<file path="src/hdl/slc_pkg.sv">
`timescale 1ns / 1ps
// ----------------------------------------------------------------------------
// slc_pkg
// Shared types and constants for the sequence line checker.
// ----------------------------------------------------------------------------
package slc_pkg;

    localparam int COUNT_BITS_DEF = 32;
    localparam int LINE_LEN_DEF   = 80;

    localparam int CHAR_W   = 8;
    localparam int COLUMN_W = 7;
    localparam int OUT_CNT_W = 32;

    localparam int END_DIGIT_COL = 8;
    localparam int SEP_LAST_COL  = 75;

    localparam logic [CHAR_W-1:0] CH_BLANK = 8'h20;
    localparam logic [CHAR_W-1:0] CH_ZERO  = 8'h30;
    localparam logic [CHAR_W-1:0] CH_NINE  = 8'h39;
    localparam logic [CHAR_W-1:0] CH_UP_A  = 8'h41;
    localparam logic [CHAR_W-1:0] CH_UP_Z  = 8'h5A;
    localparam logic [CHAR_W-1:0] CH_LO_A  = 8'h61;
    localparam logic [CHAR_W-1:0] CH_LO_C  = 8'h63;
    localparam logic [CHAR_W-1:0] CH_LO_G  = 8'h67;
    localparam logic [CHAR_W-1:0] CH_LO_T  = 8'h74;
    localparam logic [CHAR_W-1:0] CH_LO_Z  = 8'h7A;
    localparam logic [CHAR_W-1:0] CASE_BIT = 8'h20;

    typedef enum logic {
        ERR_SEPARATOR = 1'b0,
        ERR_FORMAT    = 1'b1
    } t_err_kind;

    typedef enum logic [2:0] {
        CLS_NONE,
        CLS_A,
        CLS_C,
        CLS_G,
        CLS_T,
        CLS_OTHER
    } t_base_cls;

    // per-character result from the format checker
    typedef struct packed {
        logic                base_valid;
        logic [CHAR_W-1:0]   base;
        logic                error;
        t_err_kind           error_kind;
        logic [COLUMN_W-1:0] column;
        t_base_cls           cls;
    } t_chk_res;

endpackage

</file>
<file path="src/hdl/slc_if.sv">
`timescale 1ns / 1ps
// ----------------------------------------------------------------------------
// slc_in_if / slc_out_if
// Valid/ready stream channels for characters and per-character results.
// ----------------------------------------------------------------------------
interface slc_in_if;
    logic       valid;
    logic       ready;
    logic [7:0] ch;
    logic       line_end;
    logic       start_sequence;

    modport source (output valid, output ch, output line_end, output start_sequence,
                    input ready);
    modport sink   (input valid, input ch, input line_end, input start_sequence,
                    output ready);
endinterface

interface slc_out_if;
    logic        valid;
    logic        ready;
    logic        base_valid;
    logic [7:0]  base;
    logic        error;
    logic        error_kind;
    logic [6:0]  column;
    logic [31:0] count_a;
    logic [31:0] count_c;
    logic [31:0] count_g;
    logic [31:0] count_t;
    logic [31:0] count_other;
    logic [31:0] count_total;

    modport source (output valid, output base_valid, output base, output error,
                    output error_kind, output column, output count_a, output count_c,
                    output count_g, output count_t, output count_other,
                    output count_total, input ready);
    modport sink   (input valid, input base_valid, input base, input error,
                    input error_kind, input column, input count_a, input count_c,
                    input count_g, input count_t, input count_other,
                    input count_total, output ready);
endinterface

</file>
<file path="src/hdl/slc_checker.sv">
`timescale 1ns / 1ps
// ----------------------------------------------------------------------------
// slc_checker
// Column tracking and format check of one character per transfer.
// ----------------------------------------------------------------------------
module slc_checker #(
    parameter int LINE_LEN = slc_pkg::LINE_LEN_DEF
) (
    input  logic                        i_clk,
    input  logic                        i_rst_n,
    input  logic                        i_accept,
    input  logic [slc_pkg::CHAR_W-1:0]  i_ch,
    input  logic                        i_line_end,
    output slc_pkg::t_chk_res           o_res
);
    import slc_pkg::*;

    localparam int COL_W = $clog2(LINE_LEN);
    localparam logic [COL_W-1:0] COL_MAX = COL_W'(LINE_LEN - 1);
    localparam logic [COL_W-1:0] COL_END_DIGIT = COL_W'(END_DIGIT_COL);
    localparam logic [COL_W-1:0] COL_SEP_LAST  = COL_W'(SEP_LAST_COL);

    logic [COL_W-1:0] r_col, n_col;
    logic             r_must_end, n_must_end;
    logic             r_aborted, n_aborted;

    logic              is_sep;
    logic              is_blank;
    logic              is_digit;
    logic [CHAR_W-1:0] lc;
    logic              is_letter;

    assign is_sep = (r_col == COL_W'(9))  || (r_col == COL_W'(20)) ||
                    (r_col == COL_W'(31)) || (r_col == COL_W'(42)) ||
                    (r_col == COL_W'(53)) || (r_col == COL_W'(64)) ||
                    (r_col == COL_SEP_LAST);
    assign is_blank  = (i_ch == CH_BLANK);
    assign is_digit  = (i_ch >= CH_ZERO) && (i_ch <= CH_NINE);
    assign lc        = ((i_ch >= CH_UP_A) && (i_ch <= CH_UP_Z)) ? (i_ch | CASE_BIT) : i_ch;
    assign is_letter = (lc >= CH_LO_A) && (lc <= CH_LO_Z);

    always_comb begin
        o_res            = '0;
        o_res.error_kind = ERR_SEPARATOR;
        o_res.cls        = CLS_NONE;
        o_res.column     = COLUMN_W'(r_col);
        n_must_end       = r_must_end;
        n_aborted        = r_aborted;

        if (!r_aborted) begin
            if (is_blank) begin
                if ((!is_sep || r_col == COL_SEP_LAST) &&
                    (r_col >= COL_SEP_LAST || r_col == COL_END_DIGIT)) begin
                    n_must_end = 1'b1;
                end
            end else if (is_sep) begin
                o_res.error      = 1'b1;
                o_res.error_kind = ERR_SEPARATOR;
            end else if (r_col <= COL_END_DIGIT) begin
                if (!is_digit) begin
                    o_res.error      = 1'b1;
                    o_res.error_kind = ERR_FORMAT;
                end
            end else if (r_must_end) begin
                o_res.error      = 1'b1;
                o_res.error_kind = ERR_FORMAT;
            end else if (is_letter) begin
                o_res.base_valid = 1'b1;
                o_res.base       = lc;
                case (lc)
                    CH_LO_A: o_res.cls = CLS_A;
                    CH_LO_C: o_res.cls = CLS_C;
                    CH_LO_G: o_res.cls = CLS_G;
                    CH_LO_T: o_res.cls = CLS_T;
                    default: o_res.cls = CLS_OTHER;
                endcase
            end
            if (o_res.error) begin
                n_aborted = 1'b1;
            end
        end

        // line end wins over everything that happened on the line
        if (i_line_end) begin
            n_col      = '0;
            n_must_end = 1'b0;
            n_aborted  = 1'b0;
        end else if (r_col < COL_MAX) begin
            n_col = r_col + 1'b1;
        end else begin
            n_col = r_col;
        end
    end

    always_ff @(posedge i_clk) begin
        if (!i_rst_n) begin
            r_col      <= '0;
            r_must_end <= 1'b0;
            r_aborted  <= 1'b0;
        end else if (i_accept) begin
            r_col      <= n_col;
            r_must_end <= n_must_end;
            r_aborted  <= n_aborted;
        end
    end

endmodule

</file>
<file path="src/hdl/slc_counters.sv">
`timescale 1ns / 1ps
// ----------------------------------------------------------------------------
// slc_counters
// Saturating base counters with clear at sequence start.
// ----------------------------------------------------------------------------
module slc_counters #(
    parameter int COUNT_BITS = slc_pkg::COUNT_BITS_DEF
) (
    input  logic                          i_clk,
    input  logic                          i_rst_n,
    input  logic                          i_accept,
    input  logic                          i_clear,
    input  slc_pkg::t_base_cls            i_cls,
    output logic [slc_pkg::OUT_CNT_W-1:0] o_cnt_a,
    output logic [slc_pkg::OUT_CNT_W-1:0] o_cnt_c,
    output logic [slc_pkg::OUT_CNT_W-1:0] o_cnt_g,
    output logic [slc_pkg::OUT_CNT_W-1:0] o_cnt_t,
    output logic [slc_pkg::OUT_CNT_W-1:0] o_cnt_other,
    output logic [slc_pkg::OUT_CNT_W-1:0] o_cnt_total
);
    import slc_pkg::*;

    localparam int NUM_CNT = 6;
    localparam int IDX_A = 0, IDX_C = 1, IDX_G = 2, IDX_T = 3, IDX_OTHER = 4, IDX_TOTAL = 5;

    logic [COUNT_BITS-1:0] r_cnt [NUM_CNT];
    logic [COUNT_BITS-1:0] n_cnt [NUM_CNT];
    logic [NUM_CNT-1:0]    bump;

    always_comb begin
        bump            = '0;
        bump[IDX_TOTAL] = (i_cls != CLS_NONE);
        case (i_cls)
            CLS_A:     bump[IDX_A]     = 1'b1;
            CLS_C:     bump[IDX_C]     = 1'b1;
            CLS_G:     bump[IDX_G]     = 1'b1;
            CLS_T:     bump[IDX_T]     = 1'b1;
            CLS_OTHER: bump[IDX_OTHER] = 1'b1;
            default:   bump            = '0;
        endcase
    end

    for (genvar k = 0; k < NUM_CNT; k++) begin : g_cnt
        logic [COUNT_BITS-1:0] base_val;
        assign base_val = i_clear ? '0 : r_cnt[k];
        assign n_cnt[k] = (bump[k] && (base_val != '1)) ? base_val + 1'b1 : base_val;

        always_ff @(posedge i_clk) begin
            if (!i_rst_n) begin
                r_cnt[k] <= '0;
            end else if (i_accept) begin
                r_cnt[k] <= n_cnt[k];
            end
        end
    end

    // values after this character
    assign o_cnt_a     = OUT_CNT_W'(n_cnt[IDX_A]);
    assign o_cnt_c     = OUT_CNT_W'(n_cnt[IDX_C]);
    assign o_cnt_g     = OUT_CNT_W'(n_cnt[IDX_G]);
    assign o_cnt_t     = OUT_CNT_W'(n_cnt[IDX_T]);
    assign o_cnt_other = OUT_CNT_W'(n_cnt[IDX_OTHER]);
    assign o_cnt_total = OUT_CNT_W'(n_cnt[IDX_TOTAL]);

endmodule

</file>
<file path="src/hdl/sequence_line_checker_core.sv">
`timescale 1ns / 1ps
// ----------------------------------------------------------------------------
// sequence_line_checker_core
// Sequence line format checker and base counter, one character per transfer.
// Output: the result is registered and valid in the cycle after the input transfer.
// Throughput: one character per cycle; the output register refills in the
// same cycle its result is taken, so only a stalled sink holds the input.
// Reset: synchronous, clears column, line flags, base counters and the
// output valid.
// ----------------------------------------------------------------------------
module sequence_line_checker_core #(
    parameter int COUNT_BITS = slc_pkg::COUNT_BITS_DEF,
    parameter int LINE_LEN   = slc_pkg::LINE_LEN_DEF
) (
    input  logic      i_clk,
    input  logic      i_rst_n,
    slc_in_if.sink    i_in,
    slc_out_if.source o_out
);
    import slc_pkg::*;

    logic     accept;
    t_chk_res chk;
    logic [OUT_CNT_W-1:0] cnt_a, cnt_c, cnt_g, cnt_t, cnt_other, cnt_total;

    logic                 r_out_valid;
    t_chk_res             r_res;
    logic [OUT_CNT_W-1:0] r_cnt_a, r_cnt_c, r_cnt_g, r_cnt_t, r_cnt_other, r_cnt_total;

    assign i_in.ready = !r_out_valid || o_out.ready;
    assign accept     = i_in.valid && i_in.ready;

    slc_checker #(
        .LINE_LEN (LINE_LEN)
    ) u_checker (
        .i_clk      (i_clk),
        .i_rst_n    (i_rst_n),
        .i_accept   (accept),
        .i_ch       (i_in.ch),
        .i_line_end (i_in.line_end),
        .o_res      (chk)
    );

    slc_counters #(
        .COUNT_BITS (COUNT_BITS)
    ) u_counters (
        .i_clk       (i_clk),
        .i_rst_n     (i_rst_n),
        .i_accept    (accept),
        .i_clear     (i_in.start_sequence),
        .i_cls       (chk.cls),
        .o_cnt_a     (cnt_a),
        .o_cnt_c     (cnt_c),
        .o_cnt_g     (cnt_g),
        .o_cnt_t     (cnt_t),
        .o_cnt_other (cnt_other),
        .o_cnt_total (cnt_total)
    );

    always_ff @(posedge i_clk) begin
        if (!i_rst_n) begin
            r_out_valid <= 1'b0;
        end else if (i_in.ready) begin
            r_out_valid <= i_in.valid;
        end
    end

    always_ff @(posedge i_clk) begin
        if (accept) begin
            r_res       <= chk;
            r_cnt_a     <= cnt_a;
            r_cnt_c     <= cnt_c;
            r_cnt_g     <= cnt_g;
            r_cnt_t     <= cnt_t;
            r_cnt_other <= cnt_other;
            r_cnt_total <= cnt_total;
        end
    end

    assign o_out.valid       = r_out_valid;
    assign o_out.base_valid  = r_res.base_valid;
    assign o_out.base        = r_res.base;
    assign o_out.error       = r_res.error;
    assign o_out.error_kind  = r_res.error_kind;
    assign o_out.column      = r_res.column;
    assign o_out.count_a     = r_cnt_a;
    assign o_out.count_c     = r_cnt_c;
    assign o_out.count_g     = r_cnt_g;
    assign o_out.count_t     = r_cnt_t;
    assign o_out.count_other = r_cnt_other;
    assign o_out.count_total = r_cnt_total;

endmodule

</file>
<file path="src/flat_wrapper.sv">
// flat-port wrapper written by rule: the top's interface ports become plain ports
module sequence_line_checker_core_flat import slc_pkg::*;
#(
    parameter int COUNT_BITS = slc_pkg::COUNT_BITS_DEF,
    parameter int LINE_LEN   = slc_pkg::LINE_LEN_DEF
)
  (i_clk, i_rst_n, i_in_valid, i_in_ch, i_in_line_end, i_in_start_sequence, i_in_ready, o_out_valid, o_out_base_valid, o_out_base, o_out_error, o_out_error_kind, o_out_column, o_out_count_a, o_out_count_c, o_out_count_g, o_out_count_t, o_out_count_other, o_out_count_total, o_out_ready);
  slc_in_if i_in_i ();
  slc_out_if o_out_i ();
  input  logic i_clk;
  input  logic i_rst_n;
  input wire logic [$bits(i_in_i.valid)-1:0] i_in_valid;
  input wire logic [$bits(i_in_i.ch)-1:0] i_in_ch;
  input wire logic [$bits(i_in_i.line_end)-1:0] i_in_line_end;
  input wire logic [$bits(i_in_i.start_sequence)-1:0] i_in_start_sequence;
  output wire logic [$bits(i_in_i.ready)-1:0] i_in_ready;
  output wire logic [$bits(o_out_i.valid)-1:0] o_out_valid;
  output wire logic [$bits(o_out_i.base_valid)-1:0] o_out_base_valid;
  output wire logic [$bits(o_out_i.base)-1:0] o_out_base;
  output wire logic [$bits(o_out_i.error)-1:0] o_out_error;
  output wire logic [$bits(o_out_i.error_kind)-1:0] o_out_error_kind;
  output wire logic [$bits(o_out_i.column)-1:0] o_out_column;
  output wire logic [$bits(o_out_i.count_a)-1:0] o_out_count_a;
  output wire logic [$bits(o_out_i.count_c)-1:0] o_out_count_c;
  output wire logic [$bits(o_out_i.count_g)-1:0] o_out_count_g;
  output wire logic [$bits(o_out_i.count_t)-1:0] o_out_count_t;
  output wire logic [$bits(o_out_i.count_other)-1:0] o_out_count_other;
  output wire logic [$bits(o_out_i.count_total)-1:0] o_out_count_total;
  input wire logic [$bits(o_out_i.ready)-1:0] o_out_ready;
  assign i_in_i.valid = i_in_valid;
  assign i_in_i.ch = i_in_ch;
  assign i_in_i.line_end = i_in_line_end;
  assign i_in_i.start_sequence = i_in_start_sequence;
  assign i_in_ready = i_in_i.ready;
  assign o_out_valid = o_out_i.valid;
  assign o_out_base_valid = o_out_i.base_valid;
  assign o_out_base = o_out_i.base;
  assign o_out_error = o_out_i.error;
  assign o_out_error_kind = o_out_i.error_kind;
  assign o_out_column = o_out_i.column;
  assign o_out_count_a = o_out_i.count_a;
  assign o_out_count_c = o_out_i.count_c;
  assign o_out_count_g = o_out_i.count_g;
  assign o_out_count_t = o_out_i.count_t;
  assign o_out_count_other = o_out_i.count_other;
  assign o_out_count_total = o_out_i.count_total;
  assign o_out_i.ready = o_out_ready;
  sequence_line_checker_core #(.COUNT_BITS(COUNT_BITS), .LINE_LEN(LINE_LEN)) u_core (.i_clk(i_clk), .i_rst_n(i_rst_n), .i_in(i_in_i), .o_out(o_out_i));
endmodule
</file>
<file path="config.mk">
export PLATFORM = sky130hd
export DESIGN_NAME = sequence_line_checker_core_flat
export DESIGN_NICKNAME = d
export VERILOG_FILES = /design/src/hdl/slc_pkg.sv /design/src/hdl/slc_if.sv /design/src/hdl/slc_checker.sv /design/src/hdl/slc_counters.sv /design/src/hdl/sequence_line_checker_core.sv /design/src/flat_wrapper.sv
export SDC_FILE = /design/constraint.sdc
export NUM_CORES = 1
export LEC_CHECK = 0
export BUFFER_PORTS_ARGS = -buffer_cell sky130_fd_sc_hd__buf_4
export CAP_MARGIN = 20
export CORE_UTILIZATION = 55
export CTS_CLUSTER_SIZE = 8
export DETAILED_ROUTE_END_ITERATION = 8
export GPL_TIMING_DRIVEN = 0
export PLACE_DENSITY_LB_ADDON = 0.05
export SLEW_MARGIN = 10
export SYNTH_ARGS = -nofsm -noshare
export SYNTH_HDL_FRONTEND = slang
export SYNTH_SLANG_ARGS = --single-unit
</file>
<file path="constraint.sdc">
create_clock -name i_clk -period 19.2 [get_ports i_clk]
set_input_delay 3.84 -clock i_clk [delete_from_list [all_inputs] [get_ports i_clk]]
set_output_delay 3.84 -clock i_clk [all_outputs]
set_load 0.005 [all_outputs]
</file>
# --- Yosys cells after proc, flatten, opt, wreduce, memory -nomap -nowiden ---
# Memory sizes are Yosys's and may differ from the RTL's.
# Cells that the tools add are included.
word_totals:
  latchBits: 0
  regBits: 220
  ram_bits: 192
  in_bits: 14
  romBits: 0
  n_memories: 1
  output_inout_bits: 212
mem_list:
  columns: ["name", "depth", "width", "rd", "rd_clocked_by_memory_dff", "wr", "line", "rtl"]
  rows:
  - ["u_core.u_counters.r_cnt", 6, 32, 6, 0, 6, "slc_counters.sv:26", "logic [COUNT_BITS-1:0] r_cnt [NUM_CNT];"]
op_classes:
  reduce_logical: 29
  n_lt_le_gt_ge: 9
  shifts: 0
  eq_ne: 25
  mul: 0
  n_mux: 55
  n_addsub: 7
  div: 0
  bitwise: 6
ops:
  columns: ["cell", "count"]
  rows:
  - ["$mux W32", 18]
  - ["$add A32 B1 Y32 const B", 6]
  - ["$ne A32 B32 Y1 const B", 6]
  - ["$mux W9", 4]
  - ["$eq A8 B7 Y1 const B", 4]
  - ["$mux W11", 2]
  - ["$mux W3", 6]
  - ["$mux W1", 17]
  - ["$ge A8 B7 Y1 const B", 2]
  - ["$le A8 B7 Y1 const B", 2]
  - ["$eq A7 B4 Y1 const B", 2]
  - ["$eq A7 B5 Y1 const B", 2]
  - ["$eq A7 B6 Y1 const B", 2]
  - ["$eq A7 B7 Y1 const B", 2]
  - ["$mux W7", 2]
  - ["$pmux W3 S4", 1]
  - ["$logic_and A1 B1 Y1", 11]
  - ["$logic_or A1 B1 Y1", 9]
  - ["$eq A8 B6 Y1 const B", 1]
  - ["$ge A8 B6 Y1 const B", 1]
  - ["$le A8 B6 Y1 const B", 1]
  - ["$mux W2", 4]
  - ["$add A7 B1 Y7 const B", 1]
  - ["$ge A7 B7 Y1 const B", 1]
  - ["other kinds (14)", 24]

# --- Longest topological paths before layout ---
logic_depth:
  word_depth: 17
  ltp_mapped: 17
  ltp_nobuf: 11

# --- Modules after synthesis ---
# From an unflattened synthesis, not the netlist that was laid out.
hier_totals:
  cells_unflattened: 1949
  hier_area_um2: 21304.2
modules_own_cells:
  columns: ["mod", "area_each_um2", "cells_each", "seq_area_each_um2", "n_inst"]
  rows:
  - ["slc_counters", 13993.4, 1602, 5765.5, 1]
  - ["sequence_line_checker_core", 6363.6, 215, 6326.1, 1]
  - ["slc_checker", 947.2, 132, 180.2, 1]

# --- Worst setup path before layout ---
# OpenSTA, ideal clock, no wires.
synth_path:
  path_type: "input -> register"
  start: "in o_out_ready"
  end: "mem u_core.u_counters.r_cnt[0][12] (netlist name) (data pin)"
  arrival_time_ns: 10.145
  path_stages: 9
  slack_ns: 8.914
  setup_time_ns: 0.141
  cell_sequence: "nand2b_1 > nand2_1 > inv_1 > nand2_1 > or2_2 > clkbuf_1 > clkbuf_1 > clkbuf_1 > nor2_1"
synth_lines:
  columns: ["element", "line", "rtl"]
  rows:
  - ["start, declared", "flat_wrapper.sv:29", "input wire logic [$bits(o_out_i.ready)-1:0] o_out_ready;"]
  - ["end, declared", "slc_counters.sv:26", null]

==> results.cfg <==
[drt]
firstDrtPassIters = 5
drtAntennaViolNets = 0
drt-initial-drc-count = 1353
vias = 14366
drc_errors = 0
routed_via_density = 5.81
wl_per_cell_um = 20.3
wl_um = 50300

[clock_tree]
cts_sinks = 412
clk_latency_ns = 0.60
cts_tree = yes
numCtsBuffers = 57
clock_path_buffers = 3
ctsHoldBuffers = 0
cts_max_level = 2
clk_pin_slew_ns = 0.05
post_cts_buffers = 0
cts-root-buf = clkbuf_16
cts_resized = 0

[timing]
period_share = 0.477
rsz0062_at_grt = false
fin_crit_ns = 9.16
skew_ns = 0.0210
max_freq_mhz = 109
final-hold-violation-count = 0
finalSetupViolCount = 0
final_max_slew_viol_count = 0
whs_ns = 0.422
slew_headroom = 0.345
setup_tns_ns = 0
tightestPinTransition_ns = 0.983

[floorplanning]
dieWidth_um = 191
num_rows = 68
dieHeight_um = 191
ios = 226
die_area_mm2 = 0.0365
core_mm2 = 0.0348
start_util = 0.564

[global_route]
grt_pass1_wl_um = 77100
overflow = 0
grt.total_usage = 0.279
grt_pass1_vias = 13799
antenna_found_initial = 2
grt_max_degree = 85

[setup_path]
crit_path_max_fanout = 10
critPathKind = in2reg
slowest_stage = clkbuf_1
endpoint_kind = register
crit_arrival_ns = 9.48
slowest_delay_ns = 0.76
worst-path-buf-inv = 9
required_ns = 19.52
start_kind = input port
cp_common_cell = clkbuf_1
crit_family = buffers and inverters
crit_chain = buf_4, clkbuf_2, clkbuf_1, buf_2, buf_2, clkbuf_1, nor2b_1, ha_1, and3_1, and3_1, clkbuf_1, nand4_1, or3_1, clkbuf_1, clkbuf_1, nor3b_1, xnor2_1, nor2_1

[synthesis]
netlist.area_leader.share = 0.615
yosysUniqueCellTypes = 53
synth_edf_count = 402
seq_area_frac_synth = 0.625
synthTopCellsByArea = edfxtp_1 61%, nor2_1 6.0%, xnor2_1 5.5%, nor2b_1 3.9%, xor2_1 2.8%
synthCells = 1717
yosysWarnings = 0
syn_area_mm2 = 0.0196
synth_top_area_cell = edfxtp_1
ys_ff_latch = 412
synth_ff_type = edfxtp_1
avgSynthCellArea_um2 = 11.4
synth_fp_nets = 1741
async_reset_ff_frac = 0

[power]
powerDensity_mw_per_mm2 = 90.7
ir_drop_mv = 0.0825
share_seq_of_total_power = 0.505
combPwrFrac = 0.069
p_leak_nw = 8.36
internal-power_mw = 1.66
power_switching_mw = 0.476
clockPowerShare = 0.426
p_sw_frac = 0.222

[worst_hold_path]
hold_class = reg2reg

[layout]
stdcell_area_mm2 = 0.0236
area_growth_pct = 20.2
final_nets = 2030
drive_above_1_share = 0.159
layout.cells.non_filler = 2474
antennaDiodeCount = 0

[status]
status = finished clean

[place]
placed_cell_area_mm2 = 0.0220
place_hpwl_um = 34400
io_buffer_count = 224
place_inst = 2401
place_congestion = 0.918

[flow_run]
drv_cap = 0
-- path summary, 6_finish.rpt --
| check | from | end | slack, ns | cells past startpoint |
|---|---|---|---|---|
| worst min register to register | u_core.u_checker.r_col[2]$_SDFFE_PN0P_ | u_core.o_out.column[2]$_DFFE_PP_ | 0.42 | 0 |
| worst max-delay path | i_in_start_sequence | u_core.u_counters.r_cnt[5][3]$_SDFFCE_PN0P_ | 10.04 | 18 |
| worst max register to register | u_core.u_checker.r_col[1]$_SDFFE_PN0P_ | u_core.u_counters.r_cnt[5][22]$_SDFFCE_PN0P_ | 15.43 | 12 |
| worst min-delay path | u_core.u_checker.r_col[2]$_SDFFE_PN0P_ | u_core.o_out.column[2]$_DFFE_PP_ | 0.42 | 0 |
-- logic make-up after synthesis --
kind of cell	Yosys count	synth area share
AO/OA/AOI/OAI	35	0.0117
XOR/XNOR	186	0.0830
adder cells (fa/ha/maj)	10	0.00637
buffers and inverters	104	0.0205
flip-flops	412	0.625
multiplexers	7	0.00395
other	1	0.000191
AND/OR/NAND/NOR	962	0.249
-- metrics by stage --
step                      utilization  setup WS (ns)  total power, mW
after detailed placement        0.633           9.62             1.24
after CTS                       0.678          10.22             2.15
after global routing            0.678           9.90             2.20
after floorplan                     -           8.91             1.17
final                           0.678          10.04             2.14
after global placement          0.629           4.81             1.25
-- state kept, by name, summed over array words and instances (netlist names), 7 cells and up --
signal / cells
u_core.u_counters.r_cnt: 192
u_core.o_out.count_a: 32
u_core.o_out.count_c: 32
u_core.o_out.count_g: 32
u_core.o_out.count_other: 32
u_core.o_out.count_t: 32
u_core.o_out.count_total: 32
u_core.o_out.base: 8
u_core.o_out.column: 7
u_core.u_checker.r_col: 7
-- power groups by stage --
stage          sequential (mW)  combinational [mW]  clock (mW)
2_1_floorplan             1.10              0.0675           0
3_3_place_gp              1.11               0.141           0
3_5_place_dp              1.10               0.147           0
4_1_cts                   1.08               0.148       0.925
5_1_grt                   1.09               0.160       0.958
6_report                  1.08               0.147       0.911
-- Yosys cell counts, drive strengths merged (6+ instances only) --
library cell	number
or4	8
or3	15
xor2	63
nor3b	11
nor2	314
and4b	6
a21oi	9
dfxtp	10
nor4	47
nand3	100
edfxtp	402
xnor2	123
nor3	59
nand4b	8
clkbuf	63
nand2b	32
mux2	6
and4	7
nor2b	121
nand2	106
ha	10
inv	25
and3	44
o21ai	9
nand4	59
buf	16
and2	9
-- metal layers --
layer,vias up,global-route usage,routed length [um]
met1,6965,0.400,22200
li1,6680,-,-
met4,0,0.125,1840
met5,-,0,0
met3,110,0.0386,3440
met2,611,0.425,22800
-- layout by cell type (no fill, tap or decap), types with 24 or more instances in the layout --
master	synthesis	final
nor2b_1	121	121
and3_1	44	44
nand4_1	59	59
xor2_1	63	63
nand2b_1	32	32
clkbuf_1	62	73
edfxtp_1	402	402
nor3_1	59	59
nand2_1	106	105
inv_1	25	24
buf_4	0	224
nor4_1	46	46
nor2_1	314	314
clkbuf_16	0	59
xnor2_1	123	123
nand3_1	100	100
-- final cells by class --
type	count	area, um2
fill	2686	11200
buffer	79	309
multi-input combinational	1201	6970
clock buffer	70	1520
timing repair buffer	230	1820
inverter	25	101
tap	455	569
sequential	412	12300
clock inverter	2	38.8
(Power assumes the default switching activity.)
